==> config.mk <==
export PLATFORM = sky130hd
export DESIGN_NAME = magic_length_deframer
export DESIGN_NICKNAME = d
export VERILOG_FILES = /design/src/rtl/mld_pkg.sv /design/src/rtl/mld_step.sv /design/src/rtl/magic_length_deframer.sv
export SDC_FILE = /design/constraint.sdc
export NUM_CORES = 1
export LEC_CHECK = 0
export BUFFER_PORTS_ARGS = -buffer_cell sky130_fd_sc_hd__buf_2
export CAP_MARGIN = 20
export CORE_MARGIN = 2
export CORE_UTILIZATION = 52
export DETAILED_ROUTE_END_ITERATION = 16
export GPL_TIMING_DRIVEN = 0
export PLACE_DENSITY_LB_ADDON = 0.05
export SETUP_SLACK_MARGIN = 0.02
export SLEW_MARGIN = 5
export SYNTH_ARGS = -nofsm -noshare
export SYNTH_HDL_FRONTEND = slang
export SYNTH_SLANG_ARGS = --single-unit
==> constraint.sdc <==
create_clock -name clk -period 4.2 [get_ports clk]
set_input_delay 0.42 -clock clk [delete_from_list [all_inputs] [get_ports clk]]
set_output_delay 0.42 -clock clk [all_outputs]
set_load 0.02 [all_outputs]
==> src/rtl/mld_pkg.sv <==
// ----------------------------------------------------------------------------
// mld_pkg
// Shared constants, kind codes and the result record of the magic/length
// deframer.
// ----------------------------------------------------------------------------
package mld_pkg;

	localparam int LENGTH_BITS = 32;
	localparam logic [31:0] LEN_MASK = 32'((64'd1 << LENGTH_BITS) - 64'd1);

	localparam logic [31:0] SYNC_RESET = 32'h4243_4C52;

	localparam logic [2:0] KIND_HUNT = 3'd0;
	localparam logic [2:0] KIND_SYNC = 3'd1;
	localparam logic [2:0] KIND_HLEN = 3'd2;
	localparam logic [2:0] KIND_PLEN = 3'd3;
	localparam logic [2:0] KIND_HDR  = 3'd4;
	localparam logic [2:0] KIND_PAY  = 3'd5;

	typedef struct packed {
		logic [7:0]  byte_out;
		logic [2:0]  byte_kind;
		logic [31:0] region_offset;
		logic        region_last;
		logic        frame_end;
		logic [31:0] header_length;
		logic [31:0] payload_length;
	} res_t;

endpackage

==> src/rtl/mld_step.sv <==
// ----------------------------------------------------------------------------
// mld_step
// Frame state machine: sync hunt window, length capture and region counting.
// Produces the result for one byte and updates state when enabled.
// ----------------------------------------------------------------------------
module mld_step (
	input  logic              clk,
	input  logic              arst_n,
	input  logic              en,
	input  logic [7:0]        data_byte,
	input  logic [31:0]       sync_word,
	output mld_pkg::res_t     res
);

	typedef enum logic [1:0] {
		PH_HUNT,
		PH_LENS,
		PH_HDR,
		PH_PAY
	} phase_t;

	phase_t      ph_q, ph_d;
	logic [23:0] win_q, win_d;
	logic [2:0]  cnt_q, cnt_d;
	logic [31:0] hl_q, hl_d;
	logic [31:0] pl_q, pl_d;
	logic [31:0] rc_q, rc_d;
	logic [2:0]  kind;
	logic [31:0] off;
	logic        rl;
	logic        fe;
	logic [31:0] ins;

	always_comb begin
		ph_d  = ph_q;
		win_d = win_q;
		cnt_d = cnt_q;
		hl_d  = hl_q;
		pl_d  = pl_q;
		rc_d  = rc_q;
		kind  = mld_pkg::KIND_HUNT;
		off   = '0;
		rl    = 1'b0;
		fe    = 1'b0;
		ins   = 32'(data_byte) << {cnt_q[1:0], 3'b000};
		unique case (ph_q)
			PH_HUNT: begin
				if (cnt_q >= 3'd3 && {data_byte, win_q} == sync_word) begin
					kind  = mld_pkg::KIND_SYNC;
					ph_d  = PH_LENS;
					win_d = '0;
					cnt_d = '0;
					hl_d  = '0;
					pl_d  = '0;
					rc_d  = '0;
				end else begin
					win_d = {data_byte, win_q[23:8]};
					if (cnt_q < 3'd3)
						cnt_d = cnt_q + 3'd1;
				end
			end
			PH_LENS: begin
				if (!cnt_q[2]) begin
					kind = mld_pkg::KIND_HLEN;
					hl_d = (cnt_q[1:0] == 2'd3) ? ((hl_q | ins) & mld_pkg::LEN_MASK)
						: (hl_q | ins);
				end else begin
					kind = mld_pkg::KIND_PLEN;
					pl_d = (cnt_q[1:0] == 2'd3) ? ((pl_q | ins) & mld_pkg::LEN_MASK)
						: (pl_q | ins);
				end
				if (cnt_q == 3'd7) begin
					rc_d  = '0;
					cnt_d = '0;
					if (hl_d != '0) begin
						ph_d = PH_HDR;
					end else if (pl_d != '0) begin
						ph_d = PH_PAY;
					end else begin
						fe    = 1'b1;
						ph_d  = PH_HUNT;
						win_d = '0;
					end
				end else begin
					cnt_d = cnt_q + 3'd1;
				end
			end
			PH_HDR: begin
				kind = mld_pkg::KIND_HDR;
				off  = rc_q;
				if ({1'b0, rc_q} + 33'd1 >= {1'b0, hl_q}) begin
					rl   = 1'b1;
					rc_d = '0;
					if (pl_q != '0) begin
						ph_d = PH_PAY;
					end else begin
						fe    = 1'b1;
						ph_d  = PH_HUNT;
						win_d = '0;
						cnt_d = '0;
					end
				end else begin
					rc_d = rc_q + 32'd1;
				end
			end
			PH_PAY: begin
				kind = mld_pkg::KIND_PAY;
				off  = rc_q;
				if ({1'b0, rc_q} + 33'd1 >= {1'b0, pl_q}) begin
					rl    = 1'b1;
					fe    = 1'b1;
					ph_d  = PH_HUNT;
					win_d = '0;
					cnt_d = '0;
					rc_d  = '0;
				end else begin
					rc_d = rc_q + 32'd1;
				end
			end
		endcase
	end

	assign res.byte_out       = data_byte;
	assign res.byte_kind      = kind;
	assign res.region_offset  = off;
	assign res.region_last    = rl;
	assign res.frame_end      = fe;
	assign res.header_length  = hl_d;
	assign res.payload_length = pl_d;

	always_ff @(posedge clk or negedge arst_n) begin
		if (!arst_n) begin
			ph_q  <= PH_HUNT;
			win_q <= '0;
			cnt_q <= '0;
			hl_q  <= '0;
			pl_q  <= '0;
			rc_q  <= '0;
		end else if (en) begin
			ph_q  <= ph_d;
			win_q <= win_d;
			cnt_q <= cnt_d;
			hl_q  <= hl_d;
			pl_q  <= pl_d;
			rc_q  <= rc_d;
		end
	end

endmodule

==> src/rtl/magic_length_deframer.sv <==
// ----------------------------------------------------------------------------
// magic_length_deframer
// Byte-stream deframer: hunts a 4-byte sync word, reads little-endian header
// and payload lengths, then tags every following byte by region.
//
//   channel   signals                          direction
//   in        in_valid in_ready data_byte      sink
//   out       out_valid out_ready result bus   source
//   cfg       cfg_valid cfg_ready cfg_data     sink, sync word
//
// one byte per clock sustained while out_ready stays high; input to result path:
// input register then state machine step into the result register
// out_ready low holds the result; the input register fills, then in_ready drops
// reset restores the default sync word and starts hunting, no clearing pass
// ----------------------------------------------------------------------------
module magic_length_deframer (
	input  logic        clk,
	input  logic        arst_n,
	input  logic        in_valid,
	output logic        in_ready,
	input  logic [7:0]  data_byte,
	output logic        out_valid,
	input  logic        out_ready,
	output logic [7:0]  byte_out,
	output logic [2:0]  byte_kind,
	output logic [31:0] region_offset,
	output logic        region_last,
	output logic        frame_end,
	output logic [31:0] header_length,
	output logic [31:0] payload_length,
	input  logic        cfg_valid,
	output logic        cfg_ready,
	input  logic [31:0] cfg_data
);

	logic          v_s1;
	logic [7:0]    byte_s1;
	logic          v_s2;
	mld_pkg::res_t res_s2;
	mld_pkg::res_t res;
	logic [31:0]   sync_q;
	logic          adv;

	assign adv       = v_s1 && (!v_s2 || out_ready);
	assign in_ready  = !v_s1 || adv;
	assign cfg_ready = 1'b1;

	always_ff @(posedge clk or negedge arst_n) begin
		if (!arst_n)
			sync_q <= mld_pkg::SYNC_RESET;
		else if (cfg_valid)
			sync_q <= cfg_data;
	end

	always_ff @(posedge clk or negedge arst_n) begin
		if (!arst_n)
			v_s1 <= 1'b0;
		else if (in_ready)
			v_s1 <= in_valid;
	end

	always_ff @(posedge clk) begin
		if (in_ready && in_valid)
			byte_s1 <= data_byte;
	end

	mld_step u_step (
		.clk       (clk),
		.arst_n    (arst_n),
		.en        (adv),
		.data_byte (byte_s1),
		.sync_word (sync_q),
		.res       (res)
	);

	always_ff @(posedge clk or negedge arst_n) begin
		if (!arst_n)
			v_s2 <= 1'b0;
		else if (adv)
			v_s2 <= 1'b1;
		else if (out_ready)
			v_s2 <= 1'b0;
	end

	always_ff @(posedge clk) begin
		if (adv)
			res_s2 <= res;
	end

	assign out_valid      = v_s2;
	assign byte_out       = res_s2.byte_out;
	assign byte_kind      = res_s2.byte_kind;
	assign region_offset  = res_s2.region_offset;
	assign region_last    = res_s2.region_last;
	assign frame_end      = res_s2.frame_end;
	assign header_length  = res_s2.header_length;
	assign payload_length = res_s2.payload_length;

	// no offset or region end outside header and payload bytes
	a_no_region_outside: assert property (@(posedge clk) disable iff (!arst_n)
		out_valid && (byte_kind == mld_pkg::KIND_HUNT || byte_kind == mld_pkg::KIND_SYNC
		|| byte_kind == mld_pkg::KIND_HLEN || byte_kind == mld_pkg::KIND_PLEN)
		|-> region_offset == '0 && !region_last)
		else $error("region fields set outside a region");

	// frame end only on a region end or on the last length byte
	a_frame_end_place: assert property (@(posedge clk) disable iff (!arst_n)
		out_valid && frame_end |-> region_last || byte_kind == mld_pkg::KIND_PLEN)
		else $error("frame end on an unexpected byte");

	// input stall only while the input register holds a byte
	a_stall_has_byte: assert property (@(posedge clk) disable iff (!arst_n)
		!in_ready |-> v_s1 && v_s2 && !out_ready)
		else $error("input stalled without backpressure");

endmodule

Yosys cells after proc, flatten, opt, wreduce, memory -nomap -nowiden
Index checks and enable logic that the tools add are counted.
{"block": "totals", "in_bits": 45, "reg_bits": 276, "wordCells": 107, "output_inout_bits": 112}
{"block": "classes", "eq_ne": 13, "bitwise_logic": 2, "order_cmp": 4, "reduce_logical": 17, "addsub": 3, "n_mux": 50, "shift": 1}
{"operator": "32-bit two-way mux", "n": 10}
{"operator": "24-bit two-way mux", "n": 7}
{"operator": "32-bit case mux with 2 select lines", "n": 2}
{"operator": "32-bit case mux with 4 select lines", "n": 1}
{"operator": "24-bit case mux with 4 select lines", "n": 1}
{"operator": "32-bit nonzero test", "n": 3}
{"operator": "33-bit by 32-bit >= comparator with 1-bit output", "n": 2}
{"operator": "32-bit OR", "n": 2}
{"operator": "32-bit by 1-bit adder with 33-bit output, second input constant", "n": 1}
{"operator": "32-bit by 1-bit adder with 32-bit output, second input constant", "n": 1}
{"operator": "32-bit == test", "n": 1}
{"operator": "8-bit by 5-bit left shift with 32-bit output", "n": 1}
{"operator": "3-bit case mux with 4 select lines", "n": 2}
{"operator": "3-bit two-way mux", "n": 6}
{"operator": "2-bit two-way mux", "n": 7}
{"operator": "1-bit two-way mux", "n": 11}
{"operator": "5-bit AND reduction", "n": 2}
{"operator": "2-bit by 1-bit inequality test with 1-bit output, second input constant", "n": 4}
{"operator": "2-bit case mux with 4 select lines", "n": 1}
{"operator": "7-bit AND reduction", "n": 1}
{"operator": "2-bit inequality test, second input constant", "n": 3}
{"operator": "2-bit == test, second input constant", "n": 2}
{"operator": "3-bit by 1-bit adder with 3-bit output, second input constant", "n": 1}
{"operator": "3-bit == test, second input constant", "n": 1}
{"operator": "13 further kinds", "n": 17}

Logic depth before layout (Yosys ltp)
Gate-level depths: netlist of the first run.
{"block": "logic_depth", "depth_word": 9, "depth_mapped": 18}

Cells and area by module
Synthesis of the first run repeated with hierarchy kept, for this count alone.
{"block": "hier_totals", "cells_unflattened": 1279, "hier_area_um2": 13813.2}
{"module": "mld_step", "n_inst": 1, "seq_area_each_um2": 3128.0, "area_each_um2": 8841.0, "cells_per_inst": 1084}
{"module": "magic_length_deframer", "n_inst": 1, "seq_area_each_um2": 4377.9, "area_each_um2": 4972.3, "cells_per_inst": 195}

Worst setup path after synthesis of the first run
OpenSTA, ideal clock, no wires.
{"block": "synth_path", "path_type": "reg2reg", "from": "register u_step.rc_q[0]", "to": "register u_step.win_q[10]", "period_less_slack_ns": 4.024, "path_stages_with_launch": 17, "arrival_ns": 3.903, "setup_slack_ns": 0.176, "path_cell_list": "dfrtp_1 ha_1 nand4_2 or3_1 clkbuf_1 nor2_1 and3_1 xor2_1 ha_1 and4_1 nand4_1 or3_1 o32ai_4 o21bai_1 a41o_2 buf_6 a22o_1"}
{"block": "synth_between", "elab_chain_cells": 4}
{"element": "start, declared", "line_no": "mld_step.sv:27", "rtl": "logic [31:0] rc_q, rc_d;"}
{"element": "start signal, assigned", "line_no": "mld_step.sv:145", "rtl": "rc_q <= rc_d;"}
{"element": "32-bit by 1-bit adder with 33-bit output *", "line_no": "mld_step.sv:91, mld_step.sv:109"}
{"element": "33-bit by 32-bit >= comparator with 1-bit output (on tied branches)", "line_no": "mld_step.sv:109, mld_step.sv:91"}
{"element": "2-bit by 1-bit inequality test with 1-bit output (no source line)"}
{"element": "7-bit AND reduction (no source line) *"}
{"element": "end signal, assigned", "line_no": "mld_step.sv:141", "rtl": "win_q <= win_d;"}
{"element": "end, declared", "line_no": "mld_step.sv:23", "rtl": "logic [23:0] win_q, win_d;"}
Mark *: on every way between the ends. The rest lies on a longest branch, timed or not.
A chain may end at the register's enable or synchronous reset.

Worst setup path in the final report of the first run
{"block": "layout_path", "from": "register u_step.rc_q[7]", "to": "register u_step.win_q[13]"}
The elaborated chain is that of the path after synthesis.

==> results of run 1 <==
## power by group
part	switching [µW]	internal [µW]
Combinational	2630	1680
Clock	1050	1480
Sequential	674	3610
Total	4350	6780
## metal layers
layer | share of wire | vias to the layer above | global-route usage
met5 | 0 | - | 0
met2 | 0.44 | 440 | 0.405
met1 | 0.46 | 5253 | 0.413
met4 | 0.021 | 0 | 0.0654
li1 | - | 4918 | -
met3 | 0.078 | 59 | 0.0381
## registers in the layout, summed over array words and instances, names as in the netlist
name	flops
byte_kind	3
byte_out	8
byte_s1	8
frame_end	1
header_length	32
out_valid	1
payload_length	32
region_last	1
region_offset	32
sync_q	32
u_step.cnt_q	3
u_step.hl_q	32
u_step.ph_q	2
u_step.pl_q	32
u_step.rc_q	32
u_step.win_q	24
v_s1	1
## logic make-up (layout without fill, tap and decap cells)
family                     Yosys count  in the layout
other                                1              1
and+or+nand+nor                    381            381
buffers and inverters              147            380
AOI/OAI and AO/OA                  275            275
xor gates and xnor gates            61             61
muxes                               33             33
DFF                                276            276
adders and majority gates           68             68
## layout make-up
type / instances / share of cell area
Sequential cell: 276 / 0.458
Multi-Input combinational cell: 819 / 0.356
Timing Repair Buffer: 182 / 0.0653
Clock buffer: 38 / 0.0475
Tap cell: 335 / 0.0255
Buffer: 68 / 0.0204
Inverter: 78 / 0.0180
Clock inverter: 14 / 0.00915
## repair_timing
item | in CTS | in global routing
endpoints found under the hold margin | 70 | 0
endpoints found under the setup margin | 63 | 63
buffers inserted | 9 | 14
gates cloned | 0 | 2
pin swaps | 8 | 22
hold buffers | 1 | 0
gates resized for setup | 18 | 51
## cell usage in the layout (no fill, tap or decap), types with 53 or more instances in the layout
cell type | Yosys | layout
buf_2 | 9 | 157
dfrtp_1 | 148 | 144
edfxtp_1 | 117 | 117
nand2_1 | 116 | 116
nor2_1 | 105 | 99
a21oi_1 | 84 | 83
inv_1 | 78 | 76
ha_1 | 68 | 66
o31ai_1 | 65 | 65
clkbuf_1 | 47 | 53
## stage by stage
| stage | cells | setup slack [ps] | TNS [ps] |
|---|---|---|---|
| floorplan | 1242 | 176 | 0 |
| global placement | 1731 | -993 | -63870 |
| detailed placement | 1733 | -579 | -31100 |
| CTS | 1795 | 20.3 | 0 |
| global route | 1810 | -145 | -5630 |
| finish | 1810 | 23.3 | 0 |
## final timing paths
| path | startpoint | end | slack (ps) | cells past startpoint |
|---|---|---|---|---|
| min in group asynchronous | arst_n | sync_q[19]$_DFFE_PN0P_ | 430 | 2 |
| setup reg to reg | u_step.rc_q[7]$_DFFE_PN0P_ | u_step.win_q[13]$_DFFE_PN0P_ | 20 | 16 |
| max in group asynchronous | arst_n | u_step.rc_q[6]$_DFFE_PN0P_ | 2900 | 3 |
| hold reg to reg | v_s1$_DFFE_PN0N_ | out_valid$_DFFE_PN0P_ | 490 | 1 |
| hold / removal | data_byte[4] | byte_s1[4]$_DFFE_PP_ | 60 | 1 |
| setup / recovery | u_step.rc_q[7]$_DFFE_PN0P_ | u_step.win_q[13]$_DFFE_PN0P_ | 20 | 16 |
## worst max-delay path, cell delays in order (launching register included)
cell	delay [ps]
dfrtp_1	410
nand4_1	270
nor3_4	240
nor4b_4	310
nand3_4	230
nor2_4	190
xor2_2	90
ha_1	290
and3_4	200
nand4_1	110
buf_4	170
nor4_1	480
or4_4	270
o21bai_1	80
a41o_2	340
buf_4	190
a22o_1	170
==> metrics.txt, run 1 <==
clock slew at reported path FFs=60 ps; total of max-cap violations=0; Diodes inserted=0; full die area=27600 µm²; Main synth FF type=dfrtp_1; share of cells above drive strength 1=0.226; Compound-Gate Fraction of Synth Area=0.142; CTS Buf Count=28; Multi-input gate area=5850 µm²; sequential area share after synthesis=0.549; H-tree Lvls=1; register area=7510 µm²; hold crit path type=in2reg; first-pass GRT wire length=58000 µm; pin count of the biggest net entering global routing=87; antenna violations before repair=0; final period demand of the worst path=4180 ps; final instance area=16400 µm²; Die Y=166 µm; DP HPWL=27400 µm; Rel. slew slack=0.349; fmax=239 MHz; core area=25900 µm²; DR vias/cell=5.90; Worst Clk Skew=20.8 ps; final core occ=0.633; drt wl/cell=21.0 µm; RSZ-0062 raised after global routing=yes; fin nets=1566; Initial Utilization=0.527; Worst EP arrival=4600 ps; Max FO, Critical Path=8; Yosys top cell area share=0.271; Power Total=11100 µW; Final Hold Vio Count=0; DRC Markers=0; most common cell in the netlist=dfrtp_1; Filler Cells Inserted=2104; fin crit share=0.994; Final Max Slew Viols=0; Warnings, synthesis=0; CTS root buffer=clkbuf_16; pwr dens=678 nW/µm²; XOR/XNOR share of the synthesized area=0.0391; Post-Syn Area=13700 µm²; Tot GR Track Use=0.269; Critical Path RT=4630 ps; maximum VDD drop=372 µV; initial DRC count=1040; Mapped Cells=1242; Post-synth EDFFs=117; Unique masters post-synth=68; Pre-antenna DRT Iters=5; gp weighted congestion=0.907; endpoints failing setup=0; CTS sink cnt=276; Horiz. Die Dim=166 µm; Worst Tran Pin Value=970 ps; startpoint types=register; Area after DPL=14900 µm²; fraction of synthesis flops using an asynchronous set or reset pin=0.576; syn avg cell area=11.0 µm²; Area contributors post-synth=dfrtp_1 (27%), edfxtp_1 (26%), ha_1 (6.2%); Detail Route Antenna Nets=0; Vias=10670; multiplexer share of the synthesized area=0.0271; vias in the first global route=10153; Synth Area in Adders=0.0623; status=complete, no violations; largest family of logic cells by synthesized area=compound AO/OA/AOI/OAI gates; clock buffer depth=3; Post-Synth Simple-Gate Area=0.136; CTS tree=done; Yosys top cell by area=dfrtp_1; Cell Rows=59; Leak=0.00709 µW; #FFs+latches synth=276; GR Overflow Total=0; final WL=38100 µm; CP Class=reg2reg; WHS=56.3 ps; Critical Path Sink Type=register; most frequent cells after synthesis=dfrtp_1 (148), edfxtp_1 (117), nand2_1 (116), nor2_1 (105), a21oi_1 (84); syn nets=1355; Layout area overhead=20.1%; Buffers on Ports=154; Top-Level Pins=157; worst-skew pair later-pin latency=550 ps
(Power assumes the default switching activity.)
==> inputs of run 2 (changes only) <==
==> constraint.sdc (replaced) <==
create_clock -name clk -period 4.5 [get_ports clk]
set_input_delay 0.45 -clock clk [delete_from_list [all_inputs] [get_ports clk]]
set_output_delay 0.45 -clock clk [all_outputs]
set_load 0.02 [all_outputs]
==> run 2 against run 1 <==
  * Worst setup slack better by 150 ps
  * Sequential power down 6.8%
  * First-iteration DRC count down 11%
  * Core utilization down 1.3 points
  * Critical endpoint is now u_step.win_q[11]$_DFFE_PN0P_
==> metrics.txt, run 2 (synthesis results as in run 1) <==
status=complete, no violations; Initial Utilization=0.527 (unchanged); Layout area overhead=17.7%; final instance area=16100 µm² (-2.0%); DRC Markers=0 (unchanged); Diodes inserted=0 (unchanged); total of max-cap violations=0 (unchanged); Tot GR Track Use=0.267 (-0.00225); Final Max Slew Viols=0 (unchanged); Max FO, Critical Path=10 (+2); fin crit share=0.962 (-0.0328); Power Total=10100 µW (-9.1%); Area after DPL=14900 µm² (unchanged); Final Hold Vio Count=0 (unchanged); CTS Buf Count=28 (unchanged); clock buffer depth=3 (unchanged); share of cells above drive strength 1=0.202 (-0.0237); Cell Count Post-Placement=1733 (unchanged); Critical Path Sink Type=register; DP HPWL=27400 µm (unchanged); clock slew at reported path FFs=60 ps (about the same); Worst EP arrival=4750 ps (+150 ps); Worst Tran Pin Value=983 ps (+14.0 ps); Layout Cells excl Fill=1800 (-0.55%); Leak=0.00695 µW (-2.0%); Detail Route Antenna Nets=0 (unchanged); core area=25900 µm² (unchanged); Worst Clk Skew=21.5 ps (+0.686 ps); worst-skew pair later-pin latency=560 ps (about the same); Filler Cells Inserted=2142 (+1.8%); CTS tree=done; initial DRC count=926 (-11%); Final WS setup=173 ps (+149 ps); Top-Level Pins=157 (unchanged); final WL=37300 µm (-2.0%); CTS root buffer=clkbuf_16; CP Class=reg2reg; Horiz. Die Dim=166 µm (unchanged); CTS sink cnt=276 (unchanged); full die area=27600 µm² (unchanged); Die Y=166 µm (unchanged); endpoints failing setup=0 (unchanged); final period demand of the worst path=4330 ps (+151 ps); fmax=231 MHz (-3.5%); most frequent cells in the layout=buf_2 (161), dfrtp_1 (147), edfxtp_1 (117), nand2_1 (116), nor2_1 (103); fin nets=1556 (-0.64%); Vias=10589 (-0.76%); commonest non-fill, non-tap cell in the layout=buf_2; vias in the first global route=10064 (-0.88%); Pre-antenna DRT Iters=5 (unchanged); first-pass GRT wire length=57500 µm (-0.86%); hold crit path type=in2reg; Cell Rows=59 (unchanged); pin count of the biggest net entering global routing=87 (unchanged); Buffers on Ports=154 (unchanged); H-tree Lvls=1 (unchanged); Critical Path RT=4930 ps (+300 ps); Rel. slew slack=0.339 (-0.00938); pwr dens=630 nW/µm² (-7.2%); antenna violations before repair=0 (unchanged); DR vias/cell=5.88 (-0.21%); final core occ=0.620 (-0.0129); drt wl/cell=20.7 µm (-1.5%); dpl ws=-279 ps (+300 ps); gp weighted congestion=0.907 (unchanged); startpoint types=register; GR Overflow Total=0 (unchanged); maximum VDD drop=348 µV (-6.4%)
==> run 2: cell types whose count changed in the layout (fill, tap and decap cells not counted), sizes merged <==
cell,change
buf,-10
clkbuf,-1
nand3,+1
==> run 2: where the power goes <==
group / switching, µW / internal [µW] / total, µW
Combinational: 2370 / 1400 / 3770
Clock: 973 / 1380 / 2360
Sequential: 622 / 3370 / 3990
Total: 3970 / 6150 / 10100
==> run 2: path summary, 6_finish.rpt <==
check | from | end | slack (ps) | depth (start not counted)
min in group asynchronous | arst_n | sync_q[19]$_DFFE_PN0P_ | 470 | 2
max in group asynchronous | arst_n | sync_q[30]$_DFFE_PN1P_ | 3180 | 3
max reg2reg | u_step.rc_q[12]$_DFFE_PN0P_ | u_step.win_q[11]$_DFFE_PN0P_ | 170 | 18
max | u_step.rc_q[12]$_DFFE_PN0P_ | u_step.win_q[11]$_DFFE_PN0P_ | 170 | 18
min reg2reg | v_s1$_DFFE_PN0N_ | out_valid$_DFFE_PN0P_ | 490 | 1
min | data_byte[4] | byte_s1[4]$_DFFE_PP_ | 80 | 1
==> run 2: routing by layer <==
layer	share of wire	track usage	wire length, µm	up-vias
met5	0	0	0	-
met4	0.020	0.0620	744	0
met3	0.076	0.0391	2830	49
met2	0.44	0.401	16400	435
met1	0.46	0.410	17300	5193
li1	-	-	-	4912
==> run 2: metrics by stage <==
step	TNS (ps)	hold WS, ps
2_1_floorplan	0	154
3_3_place_gp	-15500	465
3_5_place_dp	-12220	457
4_1_cts	0	57.5
5_1_grt	-63.3	63.1
6_report	0	84.5
==> run 2: timing repair <==
item,CTS,global route
gates resized for setup,8,10
cloned,0,1
pin swaps,2,7
setup endpoints to repair,63,63
hold buffers,1,0
setup buffers,1,12
endpoints found under the hold margin,70,0
==> run 2: critical path, stage by stage, from the launching register on <==
cell and delay [ps]:
dfrtp_1 320, clkbuf_4 180, nand4_1 100, buf_4 170, nor3_4 220, nor4b_4 350
nand3_4 170, nor2_1 170, xnor2_1 170, inv_1 110, ha_1 320, and3_1 200
nand3_1 160, or3_1 380, o32ai_4 330, o21bai_1 110, a41o_2 350, buf_6 170
a22o_1 190
==> run 2: layout make-up <==
| type | count | area [µm²] | share of cell area |
|---|---|---|---|
| plain buffers | 69 | 310 | 0.0193 |
| clock buffers | 38 | 779 | 0.0485 |
| clock inverters | 14 | 150 | 0.00934 |
| inverters | 78 | 295 | 0.0184 |
| multi-input cells | 820 | 5670 | 0.353 |
| flip-flops and latches | 276 | 7510 | 0.467 |
| well taps | 335 | 419 | 0.0261 |
| repair buffers | 170 | 943 | 0.0587 |
==> inputs of run 3 (changes only) <==
--- a/config.mk
+++ b/config.mk
@@ -8,10 +8,10 @@
 export BUFFER_PORTS_ARGS = -buffer_cell sky130_fd_sc_hd__buf_2
 export CAP_MARGIN = 20
 export CORE_MARGIN = 2
-export CORE_UTILIZATION = 52
+export CORE_UTILIZATION = 59
 export DETAILED_ROUTE_END_ITERATION = 16
 export GPL_TIMING_DRIVEN = 0
-export PLACE_DENSITY_LB_ADDON = 0.05
+export PLACE_DENSITY = 0.76
 export SETUP_SLACK_MARGIN = 0.02
 export SLEW_MARGIN = 5
 export SYNTH_ARGS = -nofsm -noshare
==> constraint.sdc (replaced) <==
create_clock -name clk -period 4.05 [get_ports clk]
set_input_delay 0.405 -clock clk [delete_from_list [all_inputs] [get_ports clk]]
set_output_delay 0.405 -clock clk [all_outputs]
set_load 0.02 [all_outputs]
==> run 3 against run 2 <==
  * The run now ends with setup timing left
  * Clock power grew 18%
  * Total power grew 18%
  * Register-to-register slack lost 360 ps
  * Flip-flop and latch count is the same
  * Core utilization grew 11 points
  * Cell area grew 3.5%
  * Critical path depth shrank 2
  * Via count grew 3.8%
==> metrics.txt, run 3 (synthesis results as in run 1) <==
final WL=37300 µm (about the same); Detail Route Antenna Nets=0 (unchanged); TNS Setup=-7450 ps (-7450 ps); DR vias/cell=6.18 (+5.1%); Leak=0.00724 µW (+4.2%); Comb pwr share=0.395 (+0.022); Tot GR Track Use=0.301 (+0.0343); Horiz. Die Dim=156 µm (-6.0%); most frequent cells in the layout=buf_2 (157), dfrtp_1 (143), edfxtp_1 (117), nand2_1 (115), nor2_1 (99); Filler Cells Inserted=1543 (-28%); status=finished, violations left; drt wl/cell=21.0 µm (+1.1%); CTS Buf Count=29 (+3.6%); H-tree Lvls=1 (unchanged); Layout area overhead=21.7%; CTS tree=done; maximum VDD drop=469 µV (+35%); Layout Cells excl Fill=1778 (-1.2%); Power Total=11900 µW (+18%); total of max-cap violations=0 (unchanged); part of the power in registers=0.371 (-0.023); Worst Clk Skew=9.43 ps (-12.1 ps); worst-skew pair later-pin latency=540 ps (-20 ps); hold crit path type=in2reg; Worst EP arrival=4670 ps (-80 ps); endpoints failing setup=59 (+59); switching share of power=0.386 (-0.00577); Area after DPL=14900 µm² (-0.42%); Critical Path Sink Type=register; vias in the first global route=10620 (+5.5%); pin count of the biggest net entering global routing=92 (+5.7%); violated checks=setup timing; first-pass GRT wire length=56900 µm (-0.94%); Final Max Slew Viols=0 (unchanged); register area=7510 µm² (about the same); Final Hold Vio Count=0 (unchanged); RSZ-0062 raised after global routing=yes; clock buffer depth=3 (unchanged); startpoint types=register; final instance area=16600 µm² (+3.5%); Clock Power Share=0.234 (about the same); antenna violations before repair=0 (unchanged); Net Sw Power=4610 µW (+16%); gp weighted congestion=0.917 (+1.1%); Max FO, Critical Path=10 (unchanged); Die Y=156 µm (-6.0%); initial DRC count=1173 (+27%); Top-Level Pins=157 (unchanged); Multi-input gate area=5880 µm² (+3.7%); internal power=7320 µW (+19%); commonest non-fill, non-tap cell in the layout=buf_2; Final WS setup=-186 ps (-359 ps); Critical Path RT=4480 ps (-450 ps); DP HPWL=25800 µm (-5.7%); DRC Markers=0 (unchanged); Buffers on Ports=154 (unchanged); Cell Count Post-Placement=1683 (-2.9%); final period demand of the worst path=4240 ps (-91.2 ps); CTS sink cnt=276 (unchanged); fin nets=1584 (+1.8%); pwr dens=717 nW/µm² (+14%); fin crit share=1.05 (+0.0843); clock slew at reported path FFs=60 ps (about the same); CTS root buffer=clkbuf_16; Cell Rows=55 (-6.8%); GR Overflow Total=0 (unchanged); Rel. slew slack=0.368 (+0.0284); full die area=24400 µm² (-12%); WHS=36.7 ps (-47.8 ps); Worst Tran Pin Value=941 ps (-42.3 ps); Diodes inserted=0 (unchanged); Pre-antenna DRT Iters=7 (+2); Vias=10990 (+3.8%); fmax=236 MHz (+2.2%); Initial Utilization=0.602 (+0.0743); CP Class=reg2reg; core area=22700 µm² (-12%); share of cells above drive strength 1=0.244 (+0.0424)
## run 3: layout make-up
cell class,count,share of cell area
sequential,276,0.452
tap,285,0.0214
clock inverter,15,0.0129
multi-input combinational,819,0.354
timing repair buffer,200,0.0753
buffer,67,0.0199
clock buffer,38,0.0475
inverter,78,0.0178
## run 3: metal layers
layer	routed length (µm)	track usage	vias to the layer above
met5	0	0	-
met4	1120	0.0970	0
met3	3720	0.0542	92
met2	16700	0.463	633
met1	15700	0.438	5303
li1	-	-	4962
## run 3: final timing paths
path                                          endpoint                  startpoint  slack (ps)  cells past startpoint
setup / recovery           u_step.win_q[9]$_DFFE_PN0P_  u_step.rc_q[5]$_DFFE_PN0P_        -190                     16
hold / removal                    byte_s1[7]$_DFFE_PP_                data_byte[7]          40                      1
setup reg to reg           u_step.win_q[9]$_DFFE_PN0P_  u_step.rc_q[5]$_DFFE_PN0P_        -190                     16
hold reg to reg                  out_valid$_DFFE_PN0P_            v_s1$_DFFE_PN0N_         500                      1
max in group asynchronous   u_step.rc_q[7]$_DFFE_PN0P_                      arst_n        2780                      3
min in group asynchronous             v_s1$_DFFE_PN0N_                      arst_n         420                      2
## run 3: critical path, stage by stage (launching register included)
cell and delay (ps):
dfrtp_1 340, buf_6 100, nand4_1 220, buf_4 230, or3_4 410, nor2_4 160, and3_1 210, xor2_2 270
ha_1 210, and4_1 230, nand4_1 110, or3_4 410, o32ai_4 380, o21bai_1 130, a41o_2 350, buf_6 160
a22o_1 180
## run 3: per-stage QoR
step,utilization,setup WS [ps]
5_1_grt,0.732,-290
3_5_place_dp,0.654,-672
2_1_floorplan,-,25.7
4_1_cts,0.710,18.4
3_3_place_gp,0.651,-1030
6_report,0.732,-186
## run 3: timing repair
item                       4_1_cts  5_1_grt
pin swaps                       14       30
setup endpoints to repair       63       63
resized for setup               27       57
cloned                           0        4
hold buffers                     1        0
setup buffers                   16       24
hold endpoints to repair        68        0
## run 3: power by group through the flow
| stage | Sequential, µW | Clock (µW) | Combinational, µW |
|---|---|---|---|
| after CTS | 4380 | 2810 | 4130 |
| final | 4430 | 2790 | 4710 |
| after global placement | 4420 | 0 | 3900 |
| after detailed placement | 4420 | 0 | 4000 |
| after global routing | 4500 | 2930 | 5130 |
| after floorplan | 4480 | 0 | 2630 |
